[src/hw/rtl/edd_pkg.sv]
`default_nettype none

package edd_pkg;

	// default geometry limits
	localparam int DEF_MAX_WIDTH  = 1024;
	localparam int DEF_MAX_HEIGHT = 4096;

	// geometry after reset
	localparam int RESET_WIDTH  = 640;
	localparam int RESET_HEIGHT = 480;

	// configuration port
	localparam int CFG_INDEX_W  = 2;
	localparam int CFG_DATA_W   = 13;
	localparam int WIDTH_REG_W  = 11;
	localparam int HEIGHT_REG_W = 13;

	// pixel arithmetic
	localparam int           LINE_W        = 9;
	localparam logic [7:0]   PIX_THRESHOLD = 8'd127;
	localparam logic [7:0]   PIX_MAX       = 8'd255;

	typedef enum logic [CFG_INDEX_W-1:0] {
		CFG_IMAGE_WIDTH  = 2'd0,
		CFG_IMAGE_HEIGHT = 2'd1,
		CFG_CLAMP_MODE   = 2'd2
	} cfg_reg_e;

	typedef struct packed {
		logic [7:0] gray_pixel;
	} pixel_t;

	typedef struct packed {
		logic white_bit;
		logic frame_end;
	} result_t;

	// position of a pixel inside the frame
	typedef struct packed {
		logic first_row;
		logic last_row;
		logic last_col;
	} pos_ctrl_t;

	// last index of a clamped frame dimension
	function automatic int eff_last(input int value, input int limit);
		int r;
		if (value == 0) begin
			r = 0;
		end else if (value > limit) begin
			r = limit - 1;
		end else begin
			r = value - 1;
		end
		return r;
	endfunction

	// product / 16, truncated toward zero
	function automatic logic signed [7:0] spread16(input logic signed [11:0] prod);
		logic signed [11:0] biased;
		biased = prod[11] ? prod + 12'sd15 : prod;
		return 8'(biased >>> 4);
	endfunction

endpackage

`default_nettype wire

[src/hw/rtl/edd_out_buf.sv]
`default_nettype none

module edd_out_buf (
	input  wire logic              clk,
	input  wire logic              arst_n,
	input  wire logic              push,
	input  wire edd_pkg::result_t  push_data,
	input  wire logic              pop,
	output logic                   out_valid,
	output edd_pkg::result_t       out_data,
	output logic      [1:0]        count
);

	edd_pkg::result_t slot_q [2];
	logic [1:0]       count_q;

	assign out_valid = count_q != 2'd0;
	assign out_data  = slot_q[0];
	assign count     = count_q;

	always_ff @(posedge clk or negedge arst_n) begin
		if (!arst_n) begin
			count_q <= 2'd0;
		end else begin
			count_q <= count_q + 2'(push) - 2'(pop);
		end
	end

	always_ff @(posedge clk) begin
		if (pop) begin
			if (push && count_q == 2'd1) begin
				slot_q[0] <= push_data;
			end else begin
				slot_q[0] <= slot_q[1];
			end
			if (push && count_q == 2'd2) begin
				slot_q[1] <= push_data;
			end
		end else if (push) begin
			if (count_q == 2'd0) begin
				slot_q[0] <= push_data;
			end else begin
				slot_q[1] <= push_data;
			end
		end
	end

`ifndef NO_ASSERTIONS
	a_no_overflow: assert property (@(posedge clk) disable iff (!arst_n)
		push |-> (count_q != 2'd2) || pop)
		else $error("result buffer overflow");
`endif

endmodule

`default_nettype wire

[config.mk]
export PLATFORM = sky130hd
export DESIGN_NAME = edd_out_buf
export DESIGN_NICKNAME = d
export VERILOG_FILES = /design/src/hw/rtl/edd_pkg.sv /design/src/hw/rtl/edd_out_buf.sv
export SDC_FILE = /design/constraint.sdc
export NUM_CORES = 1
export LEC_CHECK = 0
export BUFFER_PORTS_ARGS = -buffer_cell sky130_fd_sc_hd__buf_2
export CORE_AREA = 2 2 39 41
export CTS_CLUSTER_DIAMETER = 50
export CTS_CLUSTER_SIZE = 20
export DETAILED_ROUTE_END_ITERATION = 8
export DIE_AREA = 0 0 41 43
export PLACE_DENSITY = 0.56
export SLEW_MARGIN = 25
export SYNTH_ARGS = -nofsm -noshare
export SYNTH_HDL_FRONTEND = slang
export SYNTH_SLANG_ARGS = --single-unit
[constraint.sdc]
create_clock -name clk -period 1.2 [get_ports clk]
set_input_delay 0.06 -clock clk [delete_from_list [all_inputs] [get_ports clk]]
set_output_delay 0.06 -clock clk [all_outputs]
set_load 0.01 [all_outputs]
=== After elaboration in Yosys (flattened, before gate mapping) ===
Memory sizes are Yosys's and may differ from the RTL's.
Index checks and enable logic that the tools add are counted.

* Bits in read-only memories: 0
* Register bits after elaboration: 2
* Input bits: 6
* RAM bits: 4
* Output and inout port bits: 5
* Memories: 1
* Logic and storage cells: 33
* Latch bits: 0

{| class="wikitable"
|+ Memories
! memory !! depth !! width !! rd ports !! clocked after memory_dff !! write ports !! line !! text
|-
| slot_q || 2 || 2 || 2 || 0 || 2 || edd_out_buf.sv:14 || <nowiki>edd_pkg::result_t slot_q [2];</nowiki>
|}

* Multiplexer cells: 20
* $mul: 0
* Shift operators: 0
* Reductions and logical operators: 4
* Add/subtract/negate cells: 2
* Eq/ne operators: 2
* Bitwise operators: 3
* Div/mod/pow operators: 0
* $lt $le $gt $ge: 0

{| class="wikitable"
|+ Operators by type and width
! cell !! number
|-
| 2-to-1 mux 1 bit || 17
|-
| 2-to-1 mux 2 bit || 3
|-
| bitwise OR 1 bit || 3
|-
| adder 2 x 1 -> 2 bit || 1
|-
| == test 2 x 1 -> 1 bit (second input constant) || 1
|-
| == test 2 bit (second input constant) || 1
|-
| logical AND 1 bit || 2
|-
| logical NOT 2 bit || 1
|-
| nonzero test 2 bit || 1
|-
| subtractor 2 x 1 -> 2 bit || 1
|}

=== Depth between registers and ports, before layout ===
* Word-level depth: 7
* Depth in mapped cells: 6
* Mapped depth without buffers: 6

=== Least setup slack after synthesis ===
Ideal clock, no wire load.

* Path kind: register -> register
* Start: reg count_q[0] (netlist: count[0])
* End: reg count_q[1] (netlist: count[1])
* Buffers on the path: 0
* Data arrival time: 1215 ps
* Cell stages (with the launch flop): 7
* Path slack: -137 ps
* Path through: dfrtp_1 inv_1 ha_1 inv_1 ha_1 xnor2_1 xnor2_1

* Cells in the longest elaborated chain, start to end: 2

{| class="wikitable"
|+ Ends and longest elaborated chain
! element !! line !! text
|-
| start: declaration || edd_out_buf.sv:15 || <nowiki>logic [1:0] count_q;</nowiki>
|-
| start signal: assignment || edd_out_buf.sv:25 || <nowiki>count_q <= count_q + 2'(push) - 2'(pop);</nowiki>
|-
| adder 2 x 1 -> 2 bit || edd_out_buf.sv:25 ||
|-
| subtractor 2 x 1 -> 2 bit || edd_out_buf.sv:25 ||
|}

No other way between the ends.

=== Worst setup path in the final report ===
Same ends and word-level chain as after synthesis.

==> impl_results.md <==
- Status: finished with violations
- Failing checks: setup timing
- Global-route wire length before repair: 1150 um
- Critical Path Fanout Max: 2
- Fin util: 33.4%
- Syn Inst Count: 28
- Area growth, synth to finish: 41.4%
- Die ar.: 0.00176 mm2
- Commonest non-fill, non-tap cells in the layout: buf_2, edfxtp_1, nand2_1, clkbuf_4
- Leak: 0.199 nW
- Synthesis Warnings: 0
- Via/cell ratio: 4.47
- Avg Cell Area, Syn: 11.7 um2
- Max-Cap Viols: 0
- Pwr Density: 2220 mW/mm2
- Drt wl/cell: 11.6 um
- Layout cells sized above 1: 54.8%
- Switch Pwr: 0.359 mW
- Period utilization: 100%
- Synth Register Bits: 6
- Root Driver: clkbuf_4
- Post-synth top area share: 36.8%
- # DRC: 0
- Final setup vio count: 1
- Max-slew violation count: 0
- WP data required: 1330 ps
- H-tree levels: 1
- Slew @ Worst Pin: 254 ps
- Synthesized area: 327 um2
- Row cnt: 14
- Worst-Skew Late Latency: 250 ps
- Vias in the first global route: 281
- Commonest non-fill, non-tap cell in the layout: buf_2
- Num CTS Buffers: 3
- Crit path time final: 1200 ps
- Drt pass-1 iters: 4
- Hold crit path type: in2reg
- Post-DP HPWL: 456 um
- Grt total ovfl: 0
- Initial Util: 23.6%
- Clock power share: 20.8%
- RSZ-0062 raised after global routing: yes
- VDD IR max: 0.951 mV
- Width of the die: 41 um
- Via Count: 259
- Internal power: 0.664 mW
- Area leader, netlist: edfxtp_1
- Fin nets: 51
- Routability cong.: 0.717
- Switching share of power: 35.1%
- Final hold vios: 0
- Slew headroom: 83.1%
- Worst EP arrival: 1330 ps
- Yosys cell types: 14
- Flop pwr share: 35.2%
- Area of the core: 0.00138 mm2
- Sequential element share of the synthesized area: 52.1%
- Worst setup margin: -1.28 ps
- Crit Path Class: reg2reg
- Startpoint types: register
- Final ANT Viol Nets: 0
- Buffers on Ports: 10
- Comb pwr share: 44.1%
- Ports: 11
- Critical-path top delay cell: dfrtp_2
- CTS tree: yes
- Initial antenna violation count: 0
- Clk slew on worst S/H paths: 60 ps
- Place WS: -34.1 ps
- Pin count of the biggest net entering global routing: 8
- Largest stage delay, worst path: 360 ps
- DRT Wirelength: 674 um
- Final Skew: 9.55 ps
- GRT Util Overall: 10.3%
- Die H: 43 um
- CP cell instances: inv_2 > ha_4 > inv_2 > ha_4 > xnor2_2 > xnor2_1
- Post-CTS Setup Repair Bufs: 0
- Synth area leaders: edfxtp_1, dfrtp_1, ha_1
- Largest buffer count on any clock path: 2
- Setup crit end kind: register
- Synth Net Count: 36
- Fmax: 832 MHz
- Sink Count: 6
- Initial drt markers: 4
- N_diodes: 0
-- area by class of cell --
cell class | count | area, um2
fill | 141 | 922
sequential | 6 | 171
multi-input combinational | 17 | 165
timing repair buffer | 12 | 67.6
clock buffer | 4 | 26.3
tap | 16 | 20.0
inverter | 3 | 11.3
-- repair_timing --
item                                   CTS  global route
setup endpoints to repair                1             2
gates resized for setup                  6             0
hold buffers                             1             0
pin swaps                                3             0
endpoints found under the hold margin    2             0
-- cells in the mapped netlist --
cell / number
dfrtp_1: 2
a21o_1: 1
inv_1: 3
and3b_1: 1
and3_1: 1
nand4b_1: 2
ha_1: 2
nand2_1: 3
xnor2_1: 2
buf_4: 2
or2b_2: 2
o211ai_1: 2
edfxtp_1: 4
nor2_1: 1
-- critical path: cells and delay by family (launching register included) --
family                     cells  cell delay, ps
DFF                            1             360
buffers and inverters          2              80
adders and majority gates      2             400
xor gates and xnor gates       2             240
-- power groups by stage --
stage | combinational [mW] | clock, mW | sequential, mW
after floorplan | 0.221 | 0 | 0.373
after global placement | 0.369 | 0 | 0.348
after detailed placement | 0.370 | 0 | 0.348
after CTS | 0.449 | 0.220 | 0.359
after global routing | 0.509 | 0.231 | 0.368
final | 0.451 | 0.212 | 0.360
-- final timing paths --
check                           slack (ps)                     end                   start  cells after the start
worst min-delay path                    10  slot_q[0][2]$_DFFE_PP_            push_data[0]                      1
worst max register to register          -1      count[1]$_DFF_PN0_      count[0]$_DFF_PN0_                      6
min in group asynchronous              140      count[0]$_DFF_PN0_                  arst_n                      2
worst min register to register         640  slot_q[0][1]$_DFFE_PP_  slot_q[0][3]$_DFFE_PP_                      2
worst max-delay path                    -1      count[1]$_DFF_PN0_      count[0]$_DFF_PN0_                      6
max in group asynchronous              950      count[0]$_DFF_PN0_                  arst_n                      2
-- per-layer routing --
layer	vias up	wire length (um)	track usage [%]	part of all wire [%]
met5	-	0	0	0
met4	0	0	8.00	0
met3	0	41	3.14	6.1
met2	12	328	13.4	49
met1	124	304	13.6	45
li1	123	-	-	-
-- state kept, by name, summed over array words and instances (netlist names) --
| signal | cells |
|---|---|
| slot_q | 4 |
| count | 2 |
-- kinds of logic after synthesis --
logic type / count (synthesis) / share of synthesized area (%)
xor+xnor: 2 / 5.36
buf+inv: 5 / 8.04
simple gates: 10 / 19.9
compound gates: 3 / 6.90
fa+ha+maj: 2 / 7.66
flops: 6 / 52.1
-- metrics by stage --
stage	total power, mW	TNS (ps)	hold WS (ps)	cells	instance area (um2)
2_1_floorplan	0.594	-80.9	-236	28	330
3_3_place_gp	0.716	-5.17	-149	53	393
3_5_place_dp	0.718	-34.1	-151	53	393
4_1_cts	1.03	0	11.0	58	462
5_1_grt	1.11	-69.1	4.55	58	462
6_report	1.02	-1.28	12.5	58	462
(Power assumes the default switching activity.)
