### config.mk
export PLATFORM = sky130hd
export DESIGN_NAME = edd_diffuse
export DESIGN_NICKNAME = d
export VERILOG_FILES = /design/src/hw/rtl/edd_pkg.sv /design/src/hw/rtl/edd_diffuse.sv
export SDC_FILE = /design/constraint.sdc
export NUM_CORES = 1
export LEC_CHECK = 0
export BUFFER_PORTS_ARGS = -buffer_cell sky130_fd_sc_hd__buf_2
export CORE_ASPECT_RATIO = 0.6
export CORE_MARGIN = 2
export CORE_UTILIZATION = 55
export DETAILED_ROUTE_END_ITERATION = 8
export PLACE_DENSITY = 0.8
export SLEW_MARGIN = 20
export SYNTH_ARGS = -nofsm -noshare
export SYNTH_HDL_FRONTEND = slang
export SYNTH_SLANG_ARGS = --single-unit
### constraint.sdc
create_clock -name clk -period 9.7 [get_ports clk]
set_input_delay 0 -clock clk [delete_from_list [all_inputs] [get_ports clk]]
set_output_delay 0 -clock clk [all_outputs]
set_load 0.02 [all_outputs]
### src/hw/rtl/edd_pkg.sv
`default_nettype none

package edd_pkg;

	// default geometry limits
	localparam int DEF_MAX_WIDTH  = 1024;
	localparam int DEF_MAX_HEIGHT = 4096;

	// geometry after reset
	localparam int RESET_WIDTH  = 640;
	localparam int RESET_HEIGHT = 480;

	// configuration port
	localparam int CFG_INDEX_W  = 2;
	localparam int CFG_DATA_W   = 13;
	localparam int WIDTH_REG_W  = 11;
	localparam int HEIGHT_REG_W = 13;

	// pixel arithmetic
	localparam int           LINE_W        = 9;
	localparam logic [7:0]   PIX_THRESHOLD = 8'd127;
	localparam logic [7:0]   PIX_MAX       = 8'd255;

	typedef enum logic [CFG_INDEX_W-1:0] {
		CFG_IMAGE_WIDTH  = 2'd0,
		CFG_IMAGE_HEIGHT = 2'd1,
		CFG_CLAMP_MODE   = 2'd2
	} cfg_reg_e;

	typedef struct packed {
		logic [7:0] gray_pixel;
	} pixel_t;

	typedef struct packed {
		logic white_bit;
		logic frame_end;
	} result_t;

	// position of a pixel inside the frame
	typedef struct packed {
		logic first_row;
		logic last_row;
		logic last_col;
	} pos_ctrl_t;

	// last index of a clamped frame dimension
	function automatic int eff_last(input int value, input int limit);
		int r;
		if (value == 0) begin
			r = 0;
		end else if (value > limit) begin
			r = limit - 1;
		end else begin
			r = value - 1;
		end
		return r;
	endfunction

	// product / 16, truncated toward zero
	function automatic logic signed [7:0] spread16(input logic signed [11:0] prod);
		logic signed [11:0] biased;
		biased = prod[11] ? prod + 12'sd15 : prod;
		return 8'(biased >>> 4);
	endfunction

endpackage

`default_nettype wire

### src/hw/rtl/edd_diffuse.sv
`default_nettype none

module edd_diffuse #(
	parameter int XW = $clog2(edd_pkg::DEF_MAX_WIDTH)
) (
	input  wire logic                            clk,
	input  wire logic                            arst_n,
	input  wire logic                            restart,
	input  wire logic                            clamp_mode,
	input  wire logic                            valid_s1,
	input  wire logic [7:0]                      gray_s1,
	input  wire logic [XW-1:0]                   x_s1,
	input  wire edd_pkg::pos_ctrl_t              ctrl_s1,
	input  wire logic [edd_pkg::LINE_W-1:0]      rd_data,
	output logic                                 wr_en,
	output logic      [XW-1:0]                   wr_addr,
	output logic      [edd_pkg::LINE_W-1:0]      wr_data,
	output edd_pkg::result_t                     res
);

	// error state
	logic signed [6:0]                  carry_q;
	logic signed [6:0]                  pend_left_q;
	logic signed [3:0]                  pend_here_q;
	logic signed [edd_pkg::LINE_W-1:0]  tail_q;

	// bypass of the write made in the previous cycle
	logic                               fwd_valid_q;
	logic [XW-1:0]                      fwd_addr_q;
	logic [edd_pkg::LINE_W-1:0]         fwd_data_q;

	logic                               fwd_hit;
	logic signed [edd_pkg::LINE_W-1:0]  line_val;
	logic signed [9:0]                  sum;
	logic [7:0]                         adj;
	logic                               white;
	logic signed [8:0]                  e9;
	logic signed [7:0]                  err;
	logic signed [11:0]                 p7, p5, p3, p1;
	logic signed [6:0]                  s7, s5;
	logic signed [5:0]                  s3;
	logic signed [3:0]                  s1w;
	logic signed [6:0]                  pend_left_nx;

	always_comb begin
		fwd_hit = fwd_valid_q && (fwd_addr_q == x_s1);
		if (ctrl_s1.first_row) begin
			line_val = '0;
		end else if (ctrl_s1.last_col) begin
			line_val = tail_q;
		end else if (fwd_hit) begin
			line_val = $signed(fwd_data_q);
		end else begin
			line_val = $signed(rd_data);
		end

		sum = $signed({2'b00, gray_s1}) + 10'(carry_q) + 10'(line_val);

		if (clamp_mode && sum < 10'sd0) begin
			adj = 8'd0;
		end else if (clamp_mode && sum > 10'sd255) begin
			adj = edd_pkg::PIX_MAX;
		end else begin
			adj = sum[7:0];
		end

		white = adj > edd_pkg::PIX_THRESHOLD;
		e9    = $signed({1'b0, adj}) - (white ? $signed({1'b0, edd_pkg::PIX_MAX}) : 9'sd0);
		err   = $signed(e9[7:0]);

		p7  = 12'(err) * 12'sd7;
		p5  = 12'(err) * 12'sd5;
		p3  = 12'(err) * 12'sd3;
		p1  = 12'(err);
		s7  = 7'(edd_pkg::spread16(p7));
		s5  = 7'(edd_pkg::spread16(p5));
		s3  = 6'(edd_pkg::spread16(p3));
		s1w = 4'(edd_pkg::spread16(p1));

		pend_left_nx = 7'(pend_here_q) + s5;

		// below-left neighbor is complete once its 3/16 share is in
		wr_en   = valid_s1 && !ctrl_s1.last_row && (x_s1 != '0);
		wr_addr = x_s1 - XW'(1);
		wr_data = 9'(pend_left_q) + 9'(s3);

		res.white_bit = white;
		res.frame_end = ctrl_s1.last_col && ctrl_s1.last_row;
	end

	always_ff @(posedge clk or negedge arst_n) begin
		if (!arst_n) begin
			carry_q     <= '0;
			pend_left_q <= '0;
			pend_here_q <= '0;
			tail_q      <= '0;
			fwd_valid_q <= 1'b0;
		end else if (restart) begin
			carry_q     <= '0;
			pend_left_q <= '0;
			pend_here_q <= '0;
			tail_q      <= '0;
			fwd_valid_q <= 1'b0;
		end else begin
			fwd_valid_q <= wr_en;
			if (valid_s1) begin
				carry_q <= ctrl_s1.last_col ? 7'sd0 : s7;
				if (ctrl_s1.last_row) begin
					pend_left_q <= '0;
					pend_here_q <= '0;
				end else if (ctrl_s1.last_col) begin
					// last column entry lives in a register, not the line
					tail_q      <= 9'(pend_left_nx);
					pend_left_q <= '0;
					pend_here_q <= '0;
				end else begin
					pend_left_q <= pend_left_nx;
					pend_here_q <= s1w;
				end
			end
		end
	end

	always_ff @(posedge clk) begin
		if (wr_en) begin
			fwd_addr_q <= wr_addr;
			fwd_data_q <= wr_data;
		end
	end

endmodule

`default_nettype wire

-- After elaboration in Yosys (flattened, before gate mapping)
Cells that the tools add are included.
- flip-flop bits (word level): 47
- output and inout bits: 22
- bits of input ports: 35
- eq/ne operators: 2
- add/subtract/negate cells: 10
- reductions and logical operators: 11
- order comparisons: 3
- $mul: 3
- mux-type cells: 26
- operators by type and width (operator ; number):
    $mux 9 ; 7
    $mux 7 ; 7
    $mux 8 ; 4
    $mul 8x4->12 const B ; 2
    $add 11x5->11 const B ; 2
    $mux 11 ; 2
    $mux 4 ; 4
    $mul 8x3->11 const B ; 1
    $add 10x5->10 const B ; 1
    $add 10x9->10 ; 1
    $add 9x7->10 ; 1
    $eq 10x10->1 ; 1
    $gt 10x9->1 const B ; 1
    $lt 10x1->1 const B ; 1
    $mux 10 ; 1
    $reduce_bool 10->1 ; 1
    $sub 10x1->10 const B ; 1
    $add 7x6->8 ; 1
    $add 8x5->8 const B ; 1
    $gt 8x7->1 const B ; 1
    $sub 8x8->8 ; 1
    $add 4x7->7 ; 1
    $logic_and 1x1->1 ; 6
    $reduce_bool 2->1 ; 2
    4 further kinds ; 4

-- Longest topological paths before layout
- word-level depth: 21
- gate-level depth with buffers: 49
- depth with buffers taken out: 48

-- Worst setup path before layout
OpenSTA, ideal clock, no wires.
- path kind: reg-to-reg
- start point: reg fwd_addr_q[1]
- end point: reg fwd_data_q[6] (netlist bit) (data pin)
- cell stages (with the launch flop): 44
- slack: 0.462 ns
- clock period less this slack: 9.238 ns
- required time: 9.428 ns
- arrival: 8.966 ns
- path through: edfxtp_1 xnor2_1 nand4_1 nor3_2 mux2i_1 nor2_1 a21oi_1 nor2_1 fa_1 inv_1 fa_1 inv_1 a21oi_1 o21ai_0 a21o_1 a21o_1 a31oi_1 xnor2_1 (+8 left out) xnor2_1 inv_1 ha_1 nor2b_1 o21ai_0 a21boi_0 o21ai_0 a21boi_0 xnor2_1 nand2_1 xnor2_1 ha_1 fa_1 a21o_1 a21oi_1 o21bai_1 a21oi_1 xnor2_1
- cells in the longest elaborated chain, start to end: 17
- RTL lines (item ; RTL line ; RTL):
    from (decl) ; edd_diffuse.sv:29 ; logic [XW-1:0] fwd_addr_q;
    from (signal assigned) ; edd_diffuse.sv:126 ; fwd_addr_q <= wr_addr;
    $eq 10x10->1 * ; edd_diffuse.sv:46 ; fwd_hit = fwd_valid_q && (fwd_addr_q == x_s1);
    $logic_and 1x1->1 * ; edd_diffuse.sv:46 ;
    $mux 9 * ; edd_diffuse.sv:51 ; end else if (fwd_hit) begin
    $mux 9 * ; edd_diffuse.sv:49 ; end else if (ctrl_s1.last_col) begin
    $mux 9 * ; edd_diffuse.sv:47 ; if (ctrl_s1.first_row) begin
    $add 10x9->10 * ; edd_diffuse.sv:57 ; sum = $signed({2'b00, gray_s1}) + 10'(carry_q) + 10'(line_val);
    $gt 10x9->1 ; edd_diffuse.sv:61 ; end else if (clamp_mode && sum > 10'sd255) begin
    $logic_and 1x1->1 ; edd_diffuse.sv:61 ;
    (+2 left out) ; - ;
    $gt 8x7->1 ; edd_diffuse.sv:67 ; white = adj > edd_pkg::PIX_THRESHOLD;
    $mux 8 ; edd_diffuse.sv:68 ; e9 = $signed({1'b0, adj}) - (white ? $signed({1'b0, edd_pkg::PIX_MAX}) : 9'sd0);
    $sub 8x8->8 * ; edd_diffuse.sv:68 ;
    $mul 8x3->11 * ; edd_diffuse.sv:73 ; p3 = 12'(err) * 12'sd3;
    $add 10x5->10 ; edd_pkg.sv:62 ; biased = prod[11] ? prod + 12'sd15 : prod;
    $mux 10 * ; edd_pkg.sv:62 ;
    $add 7x6->8 * ; edd_diffuse.sv:85 ; wr_data = 9'(pend_left_q) + 9'(s3);
    net wr_data, one bit ; edd_diffuse.sv:17 ; output logic [edd_pkg::LINE_W-1:0] wr_data,
    to (signal assigned) ; edd_diffuse.sv:127 ; fwd_data_q <= wr_data;
    to (decl) ; edd_diffuse.sv:30 ; logic [edd_pkg::LINE_W-1:0] fwd_data_q;
The timed path passes the listed nets; every way through them passes the cells marked *.
A chain may end at the register's enable or synchronous reset.

-- Final worst setup path
- start point: reg fwd_addr_q[2]
- end point: out wr_data[7] (netlist bit)
- cells in the longest elaborated chain, start to end: 17
- RTL lines (item ; RTL line ; RTL):
    $eq 10x10->1 * ; edd_diffuse.sv:46 ;
    $logic_and 1x1->1 * ; edd_diffuse.sv:46 ;
    $mux 9 * ; edd_diffuse.sv:51 ;
    $mux 9 * ; edd_diffuse.sv:49 ;
    $mux 9 * ; edd_diffuse.sv:47 ;
    $add 10x9->10 * ; edd_diffuse.sv:57 ;
    $gt 10x9->1 ; edd_diffuse.sv:61 ;
    $logic_and 1x1->1 ; edd_diffuse.sv:61 ;
    $mux 8 ; edd_diffuse.sv:61 ;
    $mux 8 * ; edd_diffuse.sv:59 ; if (clamp_mode && sum < 10'sd0) begin
    $gt 8x7->1 ; edd_diffuse.sv:67 ;
    $mux 8 ; edd_diffuse.sv:68 ;
    $sub 8x8->8 * ; edd_diffuse.sv:68 ;
    $mul 8x3->11 * ; edd_diffuse.sv:73 ;
    $add 10x5->10 ; edd_pkg.sv:62 ;
    $mux 10 * ; edd_pkg.sv:62 ;
    $add 7x6->8 * ; edd_diffuse.sv:85 ;
    to (decl) ; edd_diffuse.sv:17 ;
Every way passes the cells marked *; elsewhere a longest branch is shown, timed or not.

==> metrics.txt <==
ant diodes 0; Yosys reg bits 44; Max Freq 108 MHz; # IOs 57; Yosys cell types 56; DRT iter0 DRCs 336; initial antenna violation count 0; CP Launch Type flip-flop; port buffer count 56; Max stage delay on crit path 0.52 ns; Worst-path clk slew 0.06 ns; share of layout cells above drive strength 1 0.193; area growth from synthesis to layout 17.2%; hpwl dp 11.2 mm; Synth Net Count 701; Post-Synthesis Cells 581; post-DR wirelength/cell 18.1 µm; Die X 129 µm; TritonCTS clock tree done; Slowest-stage cell, CP or4b_4; post-route setup TNS 0 ns; Worst Path Arrival 9.29 ns; Worst Hold Launch x_s1[0]; later-pin clock latency in the skew report 0.29 ns; placed cells 748; minimum clock period 9.29 ns; worst setup path startpoint fwd_addr_q[2]; outcome finished, final reports clean; fill count 696; root buffer cell clkbuf_16; Post-Syn Area 0.00513 mm²; Post-synth ARST share 0.591; dpl cell area 0.00555 mm²; Worst Tran Pin Value 0.897 ns; Total GRT Usage 0.276; Placeable Area 0.00912 mm²; critical path class reg2out; Post-synth EDFFs 18; Clock Path Buffers 2; commonest non-fill, non-tap cell in the layout ha_1; Fin. Hold Viols 0; drt pass-1 iters 5; CTS H-tree depth 2; Initial Util 0.562; clock sink total 44; Die Area 0.0101 mm²; R2R Path Start fwd_addr_q[2]; DP Worst Slack -0.358 ns; Post-Syn Area per Cell 8.83 µm²; register area share after synthesis 0.232; num rows 27; Max Cap Viol 0; Slew headroom 0.402; fin nets 771; ys flop type dfrtp_1; design area 0.00601 mm²; Final WS setup 0.414 ns; number of synthesis warnings 0; total grt overflow 0; drt drc 0; final setup fails 0; largest net degree at the start of global routing 27; RSZ-0062 raised after global routing yes; Slew Limit Fails 0; Routed WL 13.9 mm; most frequent cells in the layout 61 x ha_1, 55 x xnor2_1, 55 x buf_2, 52 x inv_1, 50 x nand2_1; most frequent CP cell ha_1; Crit path required time 9.70 ns; period utilization 0.957; Layout Cells excl Fill 768; number of global-route vias before repair 4322; Critical Path Fanout Max 7; vias per cell 5.89; antenna-violating nets left 0; Via Count 4525; CP Capture Type output pin; die height 78.8 µm; first-pass GRT wire length 21.8 mm; skew final 0.00423 ns; RePlAce Congestion 0.988; Hold Path Class in2reg; CTS buffer count 5
==> critical path: cells and delay by family (launching register included) <==
kind	cells	cell delay (ns)
flops	1	0.40
buf+inv	6	0.77
fa+ha+maj	8	2.26
mux	2	0.40
xor+xnor	4	0.73
compound gates	15	2.53
simple gates	11	1.91
==> repair_timing <==
item                       in CTS  in global routing
cloned                          0                  0
hold buffers                    1                  0
buffers inserted                0                 11
resized for setup               7                 40
hold endpoints to repair       26                  0
setup endpoints to repair       9                 22
pin swaps                       0                 14
==> layout make-up <==
type                            count  area [µm²]  share of cell area
Multi-Input combinational cell    469        3860               0.642
Sequential cell                    44        1190               0.198
Tap cell                          116         145              0.0242
Inverter                           57         221              0.0369
Timing Repair Buffer               74         428              0.0712
Clock inverter                      2        15.0             0.00250
Clock buffer                        6         150              0.0250
==> metal layers <==
layer / share of wire / track usage / wire length (µm)
met1: 0.48 / 0.417 / 6630
met2: 0.43 / 0.415 / 6020
met3: 0.082 / 0.0586 / 1150
met4: 0.0086 / 0.0391 / 119
met5: 0 / 0 / 0
==> worst paths after layout <==
kind / end / slack [ns] / cells past startpoint
max: wr_data[7] / 0.41 / 46
min: fwd_addr_q[0] / 0.04 / 2
max reg2reg: tail_q[7] / 0.42 / 47
min reg2reg: carry_q[1] / 0.50 / 2
max in group asynchronous: pend_left_q[3] / 9.04 / 2
min in group asynchronous: tail_q[0] / 0.26 / 2
==> logic make-up after synthesis <==
kind of cell               Yosys count  share of synthesized area
buffers and inverters               68                     0.0522
AOI/OAI and AO/OA                  130                      0.160
xor gates and xnor gates            83                      0.144
adders and majority gates           85                      0.237
muxes                               10                     0.0200
DFF                                 44                      0.232
and+or+nand+nor                    161                      0.154
==> flip-flops by register name, summed over array words and instances, names as in the netlist <==
| name | cells |
|---|---|
| carry_q | 7 |
| fwd_addr_q | 10 |
| fwd_data_q | 8 |
| fwd_valid_q | 1 |
| pend_here_q | 4 |
| pend_left_q | 7 |
| tail_q | 7 |
==> cell usage after synthesis (all sizes together) (2+ instances only) <==
library cell | number | area share
o21a | 7 | 0.010
nor4 | 2 | 0.0024
fa | 20 | 0.078
a31oi | 3 | 0.0037
nor3 | 10 | 0.011
o311ai | 2 | 0.0083
a21o | 13 | 0.019
a21oi | 47 | 0.046
nand4 | 6 | 0.0085
ha | 65 | 0.16
mux2i | 8 | 0.016
a21boi | 5 | 0.0073
inv | 55 | 0.041
xor2 | 20 | 0.034
clkbuf | 8 | 0.0059
and3 | 5 | 0.0061
o21bai | 2 | 0.0029
a22o | 5 | 0.0085
mux2 | 2 | 0.0044
nand2 | 50 | 0.037
buf | 3 | 0.0037
a211oi | 3 | 0.0044
dfrtp | 26 | 0.13
edfxtp | 18 | 0.11
o21ai | 36 | 0.036
clkinv | 2 | 0.0015
nor3b | 2 | 0.0029
xnor2 | 62 | 0.11
or4 | 2 | 0.0037
nand2b | 9 | 0.011
nand3 | 13 | 0.013
nor2 | 39 | 0.029
nor2b | 12 | 0.016
and2 | 7 | 0.0085
==> metrics by stage <==
stage          hold WS, ns   util
6_report            0.0402  0.659
5_1_grt             0.0541  0.659
4_1_cts             0.0169  0.630
3_5_place_dp        0.0493  0.609
3_3_place_gp        0.0313  0.609
2_1_floorplan       -0.296      -
Power is not shown: default switching activity piles up to over one toggle a cycle in this logic, so the estimate is an artifact.
